==> src/assert_macros.svh <==
// Assertion macros used by iterated_des_password_hash.
// Assertions use the clock clk_i and the active-low reset rst_ni of the enclosing module.
`ifndef ASSERT_MACROS_SVH
`define ASSERT_MACROS_SVH
`ifndef SYNTHESIS
`define ASSERT_ALWAYS(lbl, prop, msg) \
  lbl: assert property (@(posedge clk_i) disable iff (!rst_ni) (prop)) else $error(msg);
`define ASSERT_NEXT(lbl, ante, cons, msg) \
  lbl: assert property (@(posedge clk_i) disable iff (!rst_ni) (ante) |=> (cons)) \
    else $error(msg);
`else
`define ASSERT_ALWAYS(lbl, prop, msg)
`define ASSERT_NEXT(lbl, ante, cons, msg)
`endif
`endif

==> src/ides_pkg.sv <==
// DES tables, permutation functions and the pipeline stage type.
// No dependencies.
package ides_pkg;

  localparam int unsigned ROUNDS = 16;

  typedef struct packed {
    logic [31:0] l;
    logic [31:0] r;
    logic [55:0] cd;
    logic [63:0] expected;
  } stage_t;

  localparam int unsigned IP_TAB[64] = '{
    58,50,42,34,26,18,10,2,60,52,44,36,28,20,12,4,
    62,54,46,38,30,22,14,6,64,56,48,40,32,24,16,8,
    57,49,41,33,25,17,9,1,59,51,43,35,27,19,11,3,
    61,53,45,37,29,21,13,5,63,55,47,39,31,23,15,7};
  localparam int unsigned FP_TAB[64] = '{
    40,8,48,16,56,24,64,32,39,7,47,15,55,23,63,31,
    38,6,46,14,54,22,62,30,37,5,45,13,53,21,61,29,
    36,4,44,12,52,20,60,28,35,3,43,11,51,19,59,27,
    34,2,42,10,50,18,58,26,33,1,41,9,49,17,57,25};
  localparam int unsigned E_TAB[48] = '{
    32,1,2,3,4,5,4,5,6,7,8,9,8,9,10,11,12,13,12,13,14,15,16,17,
    16,17,18,19,20,21,20,21,22,23,24,25,24,25,26,27,28,29,28,29,30,31,32,1};
  localparam int unsigned P_TAB[32] = '{
    16,7,20,21,29,12,28,17,1,15,23,26,5,18,31,10,
    2,8,24,14,32,27,3,9,19,13,30,6,22,11,4,25};
  localparam int unsigned PC1_TAB[56] = '{
    57,49,41,33,25,17,9,1,58,50,42,34,26,18,10,2,59,51,43,35,27,19,11,3,60,52,44,36,
    63,55,47,39,31,23,15,7,62,54,46,38,30,22,14,6,61,53,45,37,29,21,13,5,28,20,12,4};
  localparam int unsigned PC2_TAB[48] = '{
    14,17,11,24,1,5,3,28,15,6,21,10,23,19,12,4,26,8,16,7,27,20,13,2,
    41,52,31,37,47,55,30,40,51,45,33,48,44,49,39,56,34,53,46,42,50,36,29,32};
  localparam int unsigned ROT_TAB[16] = '{1,1,2,2,2,2,2,2,1,2,2,2,2,2,2,1};
  localparam logic [3:0] SBOX[8][64] = '{
    '{14,4,13,1,2,15,11,8,3,10,6,12,5,9,0,7, 0,15,7,4,14,2,13,1,10,6,12,11,9,5,3,8,
      4,1,14,8,13,6,2,11,15,12,9,7,3,10,5,0, 15,12,8,2,4,9,1,7,5,11,3,14,10,0,6,13},
    '{15,1,8,14,6,11,3,4,9,7,2,13,12,0,5,10, 3,13,4,7,15,2,8,14,12,0,1,10,6,9,11,5,
      0,14,7,11,10,4,13,1,5,8,12,6,9,3,2,15, 13,8,10,1,3,15,4,2,11,6,7,12,0,5,14,9},
    '{10,0,9,14,6,3,15,5,1,13,12,7,11,4,2,8, 13,7,0,9,3,4,6,10,2,8,5,14,12,11,15,1,
      13,6,4,9,8,15,3,0,11,1,2,12,5,10,14,7, 1,10,13,0,6,9,8,7,4,15,14,3,11,5,2,12},
    '{7,13,14,3,0,6,9,10,1,2,8,5,11,12,4,15, 13,8,11,5,6,15,0,3,4,7,2,12,1,10,14,9,
      10,6,9,0,12,11,7,13,15,1,3,14,5,2,8,4, 3,15,0,6,10,1,13,8,9,4,5,11,12,7,2,14},
    '{2,12,4,1,7,10,11,6,8,5,3,15,13,0,14,9, 14,11,2,12,4,7,13,1,5,0,15,10,3,9,8,6,
      4,2,1,11,10,13,7,8,15,9,12,5,6,3,0,14, 11,8,12,7,1,14,2,13,6,15,0,9,10,4,5,3},
    '{12,1,10,15,9,2,6,8,0,13,3,4,14,7,5,11, 10,15,4,2,7,12,9,5,6,1,13,14,0,11,3,8,
      9,14,15,5,2,8,12,3,7,0,4,10,1,13,11,6, 4,3,2,12,9,5,15,10,11,14,1,7,6,0,8,13},
    '{4,11,2,14,15,0,8,13,3,12,9,7,5,10,6,1, 13,0,11,7,4,9,1,10,14,3,5,12,2,15,8,6,
      1,4,11,13,12,3,7,14,10,15,6,8,0,5,9,2, 6,11,13,8,1,4,10,7,9,5,0,15,14,2,3,12},
    '{13,2,8,4,6,15,11,1,10,9,3,14,5,0,12,7, 1,15,13,8,10,3,7,4,12,5,6,11,0,14,9,2,
      7,11,4,1,9,12,14,2,0,6,10,13,15,3,5,8, 2,1,14,7,4,10,8,13,15,12,9,0,3,5,6,11}};

  function automatic logic [63:0] perm_ip(logic [63:0] v);
    logic [63:0] res;
    for (int i = 0; i < 64; i++) res[63-i] = v[64-IP_TAB[i]];
    return res;
  endfunction

  function automatic logic [63:0] perm_fp(logic [63:0] v);
    logic [63:0] res;
    for (int i = 0; i < 64; i++) res[63-i] = v[64-FP_TAB[i]];
    return res;
  endfunction

  function automatic logic [55:0] perm_pc1(logic [63:0] v);
    logic [55:0] res;
    for (int i = 0; i < 56; i++) res[55-i] = v[64-PC1_TAB[i]];
    return res;
  endfunction

  function automatic logic [47:0] perm_pc2(logic [55:0] v);
    logic [47:0] res;
    for (int i = 0; i < 48; i++) res[47-i] = v[56-PC2_TAB[i]];
    return res;
  endfunction

  function automatic logic [31:0] feistel(logic [31:0] r, logic [47:0] k);
    logic [47:0] x;
    logic [31:0] s;
    logic [31:0] res;
    logic [5:0]  b;
    for (int i = 0; i < 48; i++) x[47-i] = r[32-E_TAB[i]];
    x = x ^ k;
    for (int i = 0; i < 8; i++) begin
      b = x[47-6*i -: 6];
      s[31-4*i -: 4] = SBOX[i][{b[5], b[0], b[4:1]}];
    end
    for (int i = 0; i < 32; i++) res[31-i] = s[32-P_TAB[i]];
    return res;
  endfunction

endpackage

==> src/ides_stage.sv <==
// One registered DES round with its key schedule step.
// Depends on ides_pkg.
module ides_stage #(
  parameter int unsigned ROUND = 0
) (
  input  logic            clk_i,
  input  logic            rst_ni,
  input  logic            valid_i,
  input  ides_pkg::stage_t data_i,
  output logic            ready_o,
  output logic            valid_o,
  output ides_pkg::stage_t data_o,
  input  logic            ready_i
);

  localparam int unsigned SHIFT = ides_pkg::ROT_TAB[ROUND];

  logic             valid_q;
  ides_pkg::stage_t data_q, data_d;
  logic [27:0]      c_rot, d_rot;
  logic [31:0]      new_r;

  always_comb begin
    c_rot = {data_i.cd[55-SHIFT:28], data_i.cd[55 -: SHIFT]};
    d_rot = {data_i.cd[27-SHIFT:0], data_i.cd[27 -: SHIFT]};
    new_r = data_i.l ^ ides_pkg::feistel(data_i.r, ides_pkg::perm_pc2({c_rot, d_rot}));
    data_d.cd = {c_rot, d_rot};
    data_d.expected = data_i.expected;
    // The last round of each encryption leaves the halves unswapped, as the next one wants.
    if (ROUND == ides_pkg::ROUNDS - 1) begin
      data_d.l = new_r;
      data_d.r = data_i.r;
    end else begin
      data_d.l = data_i.r;
      data_d.r = new_r;
    end
  end

  assign ready_o = !valid_q || ready_i;
  assign valid_o = valid_q;
  assign data_o  = data_q;

  always_ff @(posedge clk_i or negedge rst_ni) begin
    if (!rst_ni) begin
      valid_q <= 1'b0;
    end else if (ready_o) begin
      valid_q <= valid_i;
    end
  end

  always_ff @(posedge clk_i) begin
    if (ready_o && valid_i) begin
      data_q <= data_d;
    end
  end

endmodule

==> config.mk <==
export PLATFORM = sky130hd
export DESIGN_NAME = ides_stage
export DESIGN_NICKNAME = d
export VERILOG_FILES = /design/src/assert_macros.svh /design/src/ides_pkg.sv /design/src/ides_stage.sv
export SDC_FILE = /design/constraint.sdc
export NUM_CORES = 1
export LEC_CHECK = 0
export CORE_MARGIN = 8
export CORE_UTILIZATION = 66
export CTS_BUF_LIST = sky130_fd_sc_hd__clkbuf_8
export CTS_CLUSTER_SIZE = 24
export DETAILED_ROUTE_END_ITERATION = 6
export DONT_BUFFER_PORTS = 1
export PLACE_DENSITY = 0.81
export SYNTH_ARGS = -nofsm -noshare
export SYNTH_HDL_FRONTEND = slang
export SYNTH_SLANG_ARGS = --single-unit
==> constraint.sdc <==
create_clock -name clk_i -period 8.2 [get_ports clk_i]
set_input_delay 2.46 -clock clk_i [delete_from_list [all_inputs] [get_ports clk_i]]
set_output_delay 2.46 -clock clk_i [all_outputs]
set_load 0.01 [all_outputs]
After elaboration in Yosys (flattened, before gate mapping)
Memories as Yosys holds them, arrays and structs flattened.
Cells that the tools add are included.
{ "word_totals": {"elab_cells": 50, "input_bits": 188, "memories": 8, "rom_bits": 2048, "ff_bits": 185} }
{ "memory_table": {"columns": ["memory", "words", "width", "rd", "rd_ports_with_merged_regs", "wr", "line", "text"], "rows": [
  ["(name not given)", 64, 4, 1, 0, 0, "ides_pkg.sv:88", "s[31-4*i -: 4] = SBOX[i][{b[5], b[0], b[4:1]}];"],
  ["(name not given)", 64, 4, 1, 0, 0, "ides_pkg.sv:88", null],
  ["(name not given)", 64, 4, 1, 0, 0, "ides_pkg.sv:88", null],
  ["(name not given)", 64, 4, 1, 0, 0, "ides_pkg.sv:88", null],
  ["(name not given)", 64, 4, 1, 0, 0, "ides_pkg.sv:88", null],
  ["(name not given)", 64, 4, 1, 0, 0, "ides_pkg.sv:88", null],
  ["2 more memories", null, null, null, null, null, null, null]
]} }
{ "op_classes": {"reduce_logical": 3, "n_mux": 16, "bitwise": 10, "magnitude_cmp": 8} }
{ "op_table": {"columns": ["cell", "count"], "rows": [
  ["$mux 4", 16],
  ["$ge 7x7->1 const B", 8],
  ["$not 6->7", 8],
  ["$xor 48x48->48", 1],
  ["$xor 32x32->32", 1],
  ["$logic_and 1x1->1", 1],
  ["$logic_not 1->1", 1],
  ["$logic_or 1x1->1", 1]
]} }

Depth between registers and ports, before layout
Gate-level depths: netlist of the first run.
{ "depth": {"depth_word": 6, "mapped_depth": 9, "ltp_nobuf": 9} }

Least setup slack after synthesis of the first run
Ideal clock, no wire load.
{ "synth_timing": {"path_type": "input port to flip-flop", "from": "in ready_i", "to": "reg data_q, in the netlist data_o[0], enable pin", "setup_time_ns": 0.567, "path_stages": 2, "n_path_buf": 0, "t_arrival_ns": 6.880, "slack_ns": 0.753, "cell_sequence": "nand2b_1 -> and2_1"} }
{ "synth_between": {"elab_chain_cells": 2} }
{ "synth_lines": {"columns": ["item", "line", "text"], "rows": [
  ["start, declared", "ides_stage.sv:13", "input logic ready_i"],
  ["$logic_or 1x1->1", "ides_stage.sv:39", "assign ready_o = !valid_q || ready_i;"],
  ["$logic_and 1x1->1", "ides_stage.sv:52", "if (ready_o && valid_i) begin"],
  ["end signal, assigned", "ides_stage.sv:53", "data_q <= data_d;"],
  ["end, declared", "ides_stage.sv:19", "ides_pkg::stage_t data_q, data_d;"]
]} }
Every way passes these cells.
A chain may end at the register's enable or synchronous reset.

Worst setup path in the final report of the first run
{ "layout_timing": {"from": "in ready_i", "to": "out ready_o"} }
{ "layout_between": {"elab_chain_cells": 1} }
{ "layout_lines": {"columns": ["item", "line", "text"], "rows": [
  ["$logic_or 1x1->1", "ides_stage.sv:39", null],
  ["end, declared", "ides_stage.sv:10", "output logic ready_o,"]
]} }
Every way passes these cells.

==> results.md, run 1 <==
* FP Rows at 47
* DIE AREA at approximately 21000 um^2
* Failing checks: DRC
* Sequential share of power at 0.489
* HPWL Detailed at around 22000 um
* Largest cells by area after synthesis: edfxtp_1, ha_1, mux4_2
* Period Utilization, post-route at 0.625
* CP max stage cell: nand2b_1
* Post_cts resized at 0
* CTS tree: done
* Die W at between 100 and 150 um
* Vias/cell at just under 7
* WHS Path Cells at 2
* Post-synthesis mux area share at 0.0956
* Layout Nets at about 1.1k
* Port bufs at 0
* Hold Slack at ~760 ps
* Async set-or-reset flop fraction in the synthesized netlist at 0.00541
* Synth Instances at ~890
* Max-slew violations at 0
* CTS Sinks at between 150 and 200
* Setup TNS at 0 ps
* Maximum clock rate at between 150 and 200 MHz
* Area growth, synth to finish at 5.84%
* Drt first pass iters at 7
* Largest family of logic cells by synthesized area: compound AO/OA/AOI/OAI gates
* Worst-case vdd ir drop at around 0.12 mV
* Pin count of the biggest net entering global routing at 77
* Worst setup margin at 3080 ps
* Postcts setup bufs at 0
* Final core utilization at 0.707
* Via count at between 7k and 8k
* Final Setup Violations at 0
* Int Power at 0.00164 W
* CP Cell Sequence: nand2b_1
* Clock Path Buffers at 2
* Rel. slew slack at 0.177
* Initial Utilization at 0.668
* Remaining antenna violation count at 0
* Root Buffer: clkbuf_8
* Share of cells above drive strength 1 at 0.111
* Filler cells at roughly 1.1k
* Die span in y at about 150 um
* Avg WL per Cell at around 26 um
* Synth Area in Adders at 0.0705
* Register area share after synthesis at 0.504
* Clock power frac at 0.254
* Mean Syn Cell Area at 12.3 um^2
* CP Launch Type: input port
* CTS Hold Bufs at 0
* H-tree levels at 4
* Initial antenna violation count at 1
* Worst skew pair latency at about 500 ps
* Synth Area in XOR/XNOR at 0.113
* Run status: finished, violations left
* Final Critical Period at roughly 5000 ps
* Core region area at between 15000 and 20000 um^2
* Setup Skew at 11.5 ps
* Main synth FF type: edfxtp_1
* Diode count at 0
* Endpoints failing hold at 0
* Worst Path Max Fanout at 3
* Share of the synthesized area in the top cell type at 0.502
* Seq cells post-synth at between 150 and 200
* Top cells by count, synth: edfxtp_1, nand2_1, ha_1, xor2_1, xnor2_1
* Gate power share at 0.257
* Vias in the first global route at a little over 7k
* WP depth at 1
* Post-synth top area cell: edfxtp_1
* Critical path class: input port to primary output
* Leak Pwr at around 4.2 nW
* Data arrival time of the worst path at about 2700 ps
* Post-Syn Area at between 10000 and 15000 um^2
* DR DRC count at 16
* Synth Area in Compound Gates at 0.122
* Gpl congestion at roughly 0.94
* RSZ-0062 raised after global routing: false
* Crit path largest cell delay at approximately 200 ps
* Worst-margin pin slew at 1230 ps
* Pre-CTS WS at slightly above 3000 ps
* Yosys warning count at 0
* Buf/Inv on CP at 0
* Grt ovf at 0
* CTS clk-pin slew, worst paths at ~100 ps
* Synth Area in Simple Gates at 0.0696
* Post-synth EDFFs at 184
* Detailed Route Iter0 Violations at 941
* Syn nets at between 1k and 1.5k
* I/O pins at between 300 and 400
* WL final at just under 30000 um
* TritonCTS buffer count at 17
* Max_cap viols at 0
* CP delay by family, top: simple AND/OR/NAND/NOR gates
* First-pass GRT wire length at between 40000 and 50000 um
* Crit path required time at around 5700 ps
* Psw at roughly 0.00083 W
* Synth cell types at 56
* GRT Total Usage at 0.267
* FF-to-FF path depth at 3
* Sw Ratio at 0.336
* Top-count cell post-synth: edfxtp_1
* Critical Path End Type: primary output
* Hold WC Path Type: flip-flop to flip-flop
* P per Cell Area at approximately 210 nW/um^2
final cells by class:
class                   instances  area [um^2]  share of cell area
clock inverters                14          170              0.0146
multi-input cells             637         5180               0.445
clock buffers                  18          248              0.0213
repair buffers                 11         82.6             0.00709
flip-flops and latches        185         5550               0.476
well taps                     220          275              0.0236
inverters                      37          141              0.0121
path summary, 6_finish.rpt:
path                               from    endpoint  slack (ps)
worst min-delay path            valid_o     valid_o         760
worst min register to register  valid_o     valid_o         760
min in group asynchronous        rst_ni     valid_o        1660
worst max-delay path            ready_i     ready_o        3080
max in group asynchronous        rst_ni     valid_o        6480
worst max register to register  valid_o  data_o[86]        5840
power groups by stage:
stage / Sequential, W / Combinational [W] / Clock, W
floorplan: 0.00122 / 0.000499 / 0
global placement: 0.00123 / 0.000582 / 0
detailed placement: 0.00123 / 0.000620 / 0
CTS: 0.00121 / 0.000622 / 0.000635
global route: 0.00121 / 0.000690 / 0.000677
finish: 0.00121 / 0.000635 / 0.000627
metal layers:
layer | vias to the layer above | wire, um | GRT usage
met5 | - | 0 | 0
met4 | 0 | 623 | 0.0729
met3 | 55 | 3110 | 0.0958
met2 | 525 | 15600 | 0.466
met1 | 3667 | 9990 | 0.305
li1 | 3359 | - | -
placed cells by master, fill, tap and decap left out, types with 3 or more instances in the layout:
cell type / synthesis / final
o211ai_1: 26 / 26
nor2_1: 52 / 52
clkbuf_8: 0 / 18
a2111oi_0: 5 / 5
clkinv_8: 0 / 4
xor2_1: 56 / 56
or3_1: 5 / 5
clkinv_4: 0 / 3
mux2_2: 4 / 4
o2111ai_1: 9 / 9
nand3_1: 14 / 14
ha_1: 62 / 62
o21ai_0: 34 / 34
o32ai_1: 4 / 4
edfxtp_1: 184 / 184
xnor2_1: 55 / 55
xnor2_2: 9 / 9
buf_4: 0 / 11
a311oi_1: 5 / 5
nand2b_1: 5 / 5
inv_2: 6 / 6
a21oi_1: 47 / 47
mux4_2: 28 / 28
inv_1: 30 / 30
a211oi_1: 17 / 17
mux2i_1: 35 / 35
xor2_2: 6 / 6
a221oi_1: 4 / 4
nor4_1: 3 / 3
a31oi_1: 16 / 16
o311ai_1: 4 / 4
o21ai_1: 5 / 5
nand2_1: 71 / 71
nor3_1: 24 / 24
inv_8: 0 / 4
registers in the layout, summed over array words and instances, names as in the netlist:
signal,count
valid_o,1
data_o,184
stage by stage:
stage | area [um^2] | total power (W) | instances
3_5_place_dp | 11200 | 0.00185 | 1090
2_1_floorplan | 11000 | 0.00172 | 892
3_3_place_gp | 11200 | 0.00181 | 1090
5_1_grt | 11600 | 0.00258 | 1122
4_1_cts | 11600 | 0.00247 | 1122
6_report | 11600 | 0.00247 | 1122
worst reg2reg max path: stages (launching register included):
cell and delay [ps]:
dfrtp_1 450, nand2b_1 200, and2_4 460, buf_4 820
cells by family after synthesis:
logic type      Yosys count
xor+xnor                127
flops                   185
mux                      68
buf+inv                  70
simple gates            179
fa+ha+maj                62
compound gates          201
Power figures use the tool's default switching activity.
==> inputs of run 2 (changes only) <==
==> constraint.sdc (replaced) <==
create_clock -name clk_i -period 5.26 [get_ports clk_i]
set_input_delay 1.578 -clock clk_i [delete_from_list [all_inputs] [get_ports clk_i]]
set_output_delay 1.578 -clock clk_i [all_outputs]
set_load 0.01 [all_outputs]
==> run 2 against run 1 <==
  * Critical endpoint is now data_o[150]
  * Sequential cell count did not move
  * Register-to-register slack got worse by 2600 ps
  * Die area did not move
  * Worst hold slack improved by 7.8 ps
  * Critical path type is now input port to flip-flop
  * Sequential share of layout area fell by 0.38 points
  * Setup slack got worse by 1500 ps
  * Non-clock buffer count rose by 10
  * Wire length fell by 1.7%
  * Cell count rose by 0.98%
  * Clock-buffer cell count did not move
  * Total power rose by 56%
  * The flow still finishes with violations (DRC)
  * Critical path depth rose by 5
==> results.md, run 2 (synthesis gave the netlist of run 1 again) <==
* HPWL Detailed at roughly 22000 um
* Reg2reg setup slack at roughly 3300 ps
* Avg WL per Cell at between 20 and 30 um
* Max-slew violations at 0
* Final Critical Period at around 3700 ps
* Core region area at 16500 um^2
* Crit path required time at about 5500 ps
* Final Setup Violations at 0
* Filler cells at about 1.1k
* Max_cap viols at 0
* Layout Nets at ~1.1k
* Crit path largest cell delay at about 630 ps
* CP most frequent cell: mux4_2
* CTS Hold Bufs at 0
* Worst skew pair latency at ~460 ps
* Data arrival time of the worst path at a little under 4000 ps
* CTS tree: done
* Die span in y at around 150 um
* Most frequent cells in the layout: edfxtp_1, nand2_1, ha_1, xor2_1, xnor2_1
* Vias in the first global route at between 7k and 8k
* Root Buffer: clkbuf_8
* Maximum clock rate at roughly 270 MHz
* I/O pins at about 370
* Drt first pass iters at 7
* Remaining antenna violation count at 0
* H-tree levels at 4
* WL final at 28800 um
* Register Area at 5550 um^2
* Setup Skew at a little over 10 ps
* CP Cell Sequence: xor2_1 > inv_1 > ha_1 > mux4_2 > mux4_2 > xnor2_1
* Total power at 0.00385 W
* Critical Path End Type: flip-flop
* Worst setup margin at 1560 ps
* FP Rows at 47
* CP Launch Type: input port
* Placed cell areas at ~11000 um^2
* Port bufs at 0
* Footprint of the multi-input gates at 5180 um^2
* Detailed Route Iter0 Violations at 930
* Max reg flops at roughly 180
* CP max stage cell: xor2_1
* Most common cell after layout, fill and taps aside: edfxtp_1
* Initial Utilization at 0.668
* Failing checks: DRC
* Die W at 145 um
* Pin count of the biggest net entering global routing at between 100 and 150
* P per Cell Area at ~330 nW/um^2
* Hold Slack at between 700 and 800 ps
* RSZ-0062 raised after global routing: false
* Worst-margin pin slew at between 1000 and 1500 ps
* DR DRC count at 2
* Vias/cell at between 6 and 7
* Rel. slew slack at 0.129
* Endpoints failing hold at 0
* Initial antenna violation count at 1
* Gpl congestion at between 0.8 and 0.9
* Worst Path Max Fanout at 10
* Critical path class: input port to flip-flop
* Pre-CTS WS at 1050 ps
* Share of cells above drive strength 1 at 0.121
* TritonCTS buffer count at 17
* First-pass GRT wire length at ~44000 um
* Fin area at ~12000 um^2
* Hold WC Path Type: flip-flop to flip-flop
* CTS Sinks at around 190
* Clock Path Buffers at 2
* Area growth, synth to finish at 6.69%
* Grt ovf at 0
* Worst-case vdd ir drop at approximately 0.18 mV
* Leak Pwr at 4.21 nW
* CTS clk-pin slew, worst paths at about 110 ps
* Run status: finished, violations left
* DIE AREA at approximately 21000 um^2
* GRT Total Usage at 0.264
* Via count at ~7.5k
* Setup TNS at 0 ps
* Postcts setup bufs at 0
* Post_cts resized at 0
* Period Utilization, post-route at 0.703
==> run 2: cell type report <==
class	instances	share of cell area
Sequential cell	185	0.473
Multi-Input combinational cell	637	0.441
Tap cell	220	0.0234
Clock buffer	18	0.0211
Clock inverter	14	0.0147
Timing Repair Buffer	21	0.0145
Inverter	37	0.0120
Antenna cell	1	0.000213
==> run 2: path summary, 6_finish.rpt <==
kind,to,cells past startpoint,from
setup reg to reg,data_o[118],3,valid_o
max in group asynchronous,valid_o,0,rst_ni
setup / recovery,data_o[150],6,data_i[98]
hold / removal,valid_o,2,valid_o
hold reg to reg,valid_o,2,valid_o
min in group asynchronous,valid_o,0,rst_ni
==> run 2: worst max-delay path, delay by kind of cell <==
kind / cells / cell delay [ps]
adders and majority gates: 1 / 320
xor gates and xnor gates: 2 / 770
muxes: 2 / 960
buffers and inverters: 1 / 320
==> run 2: per-layer routing <==
layer | vias to the layer above | GRT usage | share of wire
li1 | 3389 | - | -
met1 | 3606 | 0.294 | 0.34
met2 | 497 | 0.470 | 0.53
met3 | 51 | 0.0914 | 0.11
met4 | 0 | 0.0765 | 0.019
met5 | - | 0 | 0
==> run 2: report_power, final <==
part | switching, W | internal [W]
clock network | 0.000592 | 0.000379
registers | 0.000108 | 0.00177
logic | 0.000579 | 0.000416
total | 0.00128 | 0.00257
==> run 2: per-stage QoR <==
| step | util | cells |
|---|---|---|
| after global routing | 0.713 | 1133 |
| after global placement | 0.687 | 1100 |
| after CTS | 0.713 | 1132 |
| after detailed placement | 0.687 | 1100 |
| final | 0.713 | 1133 |
| after floorplan | - | 892 |
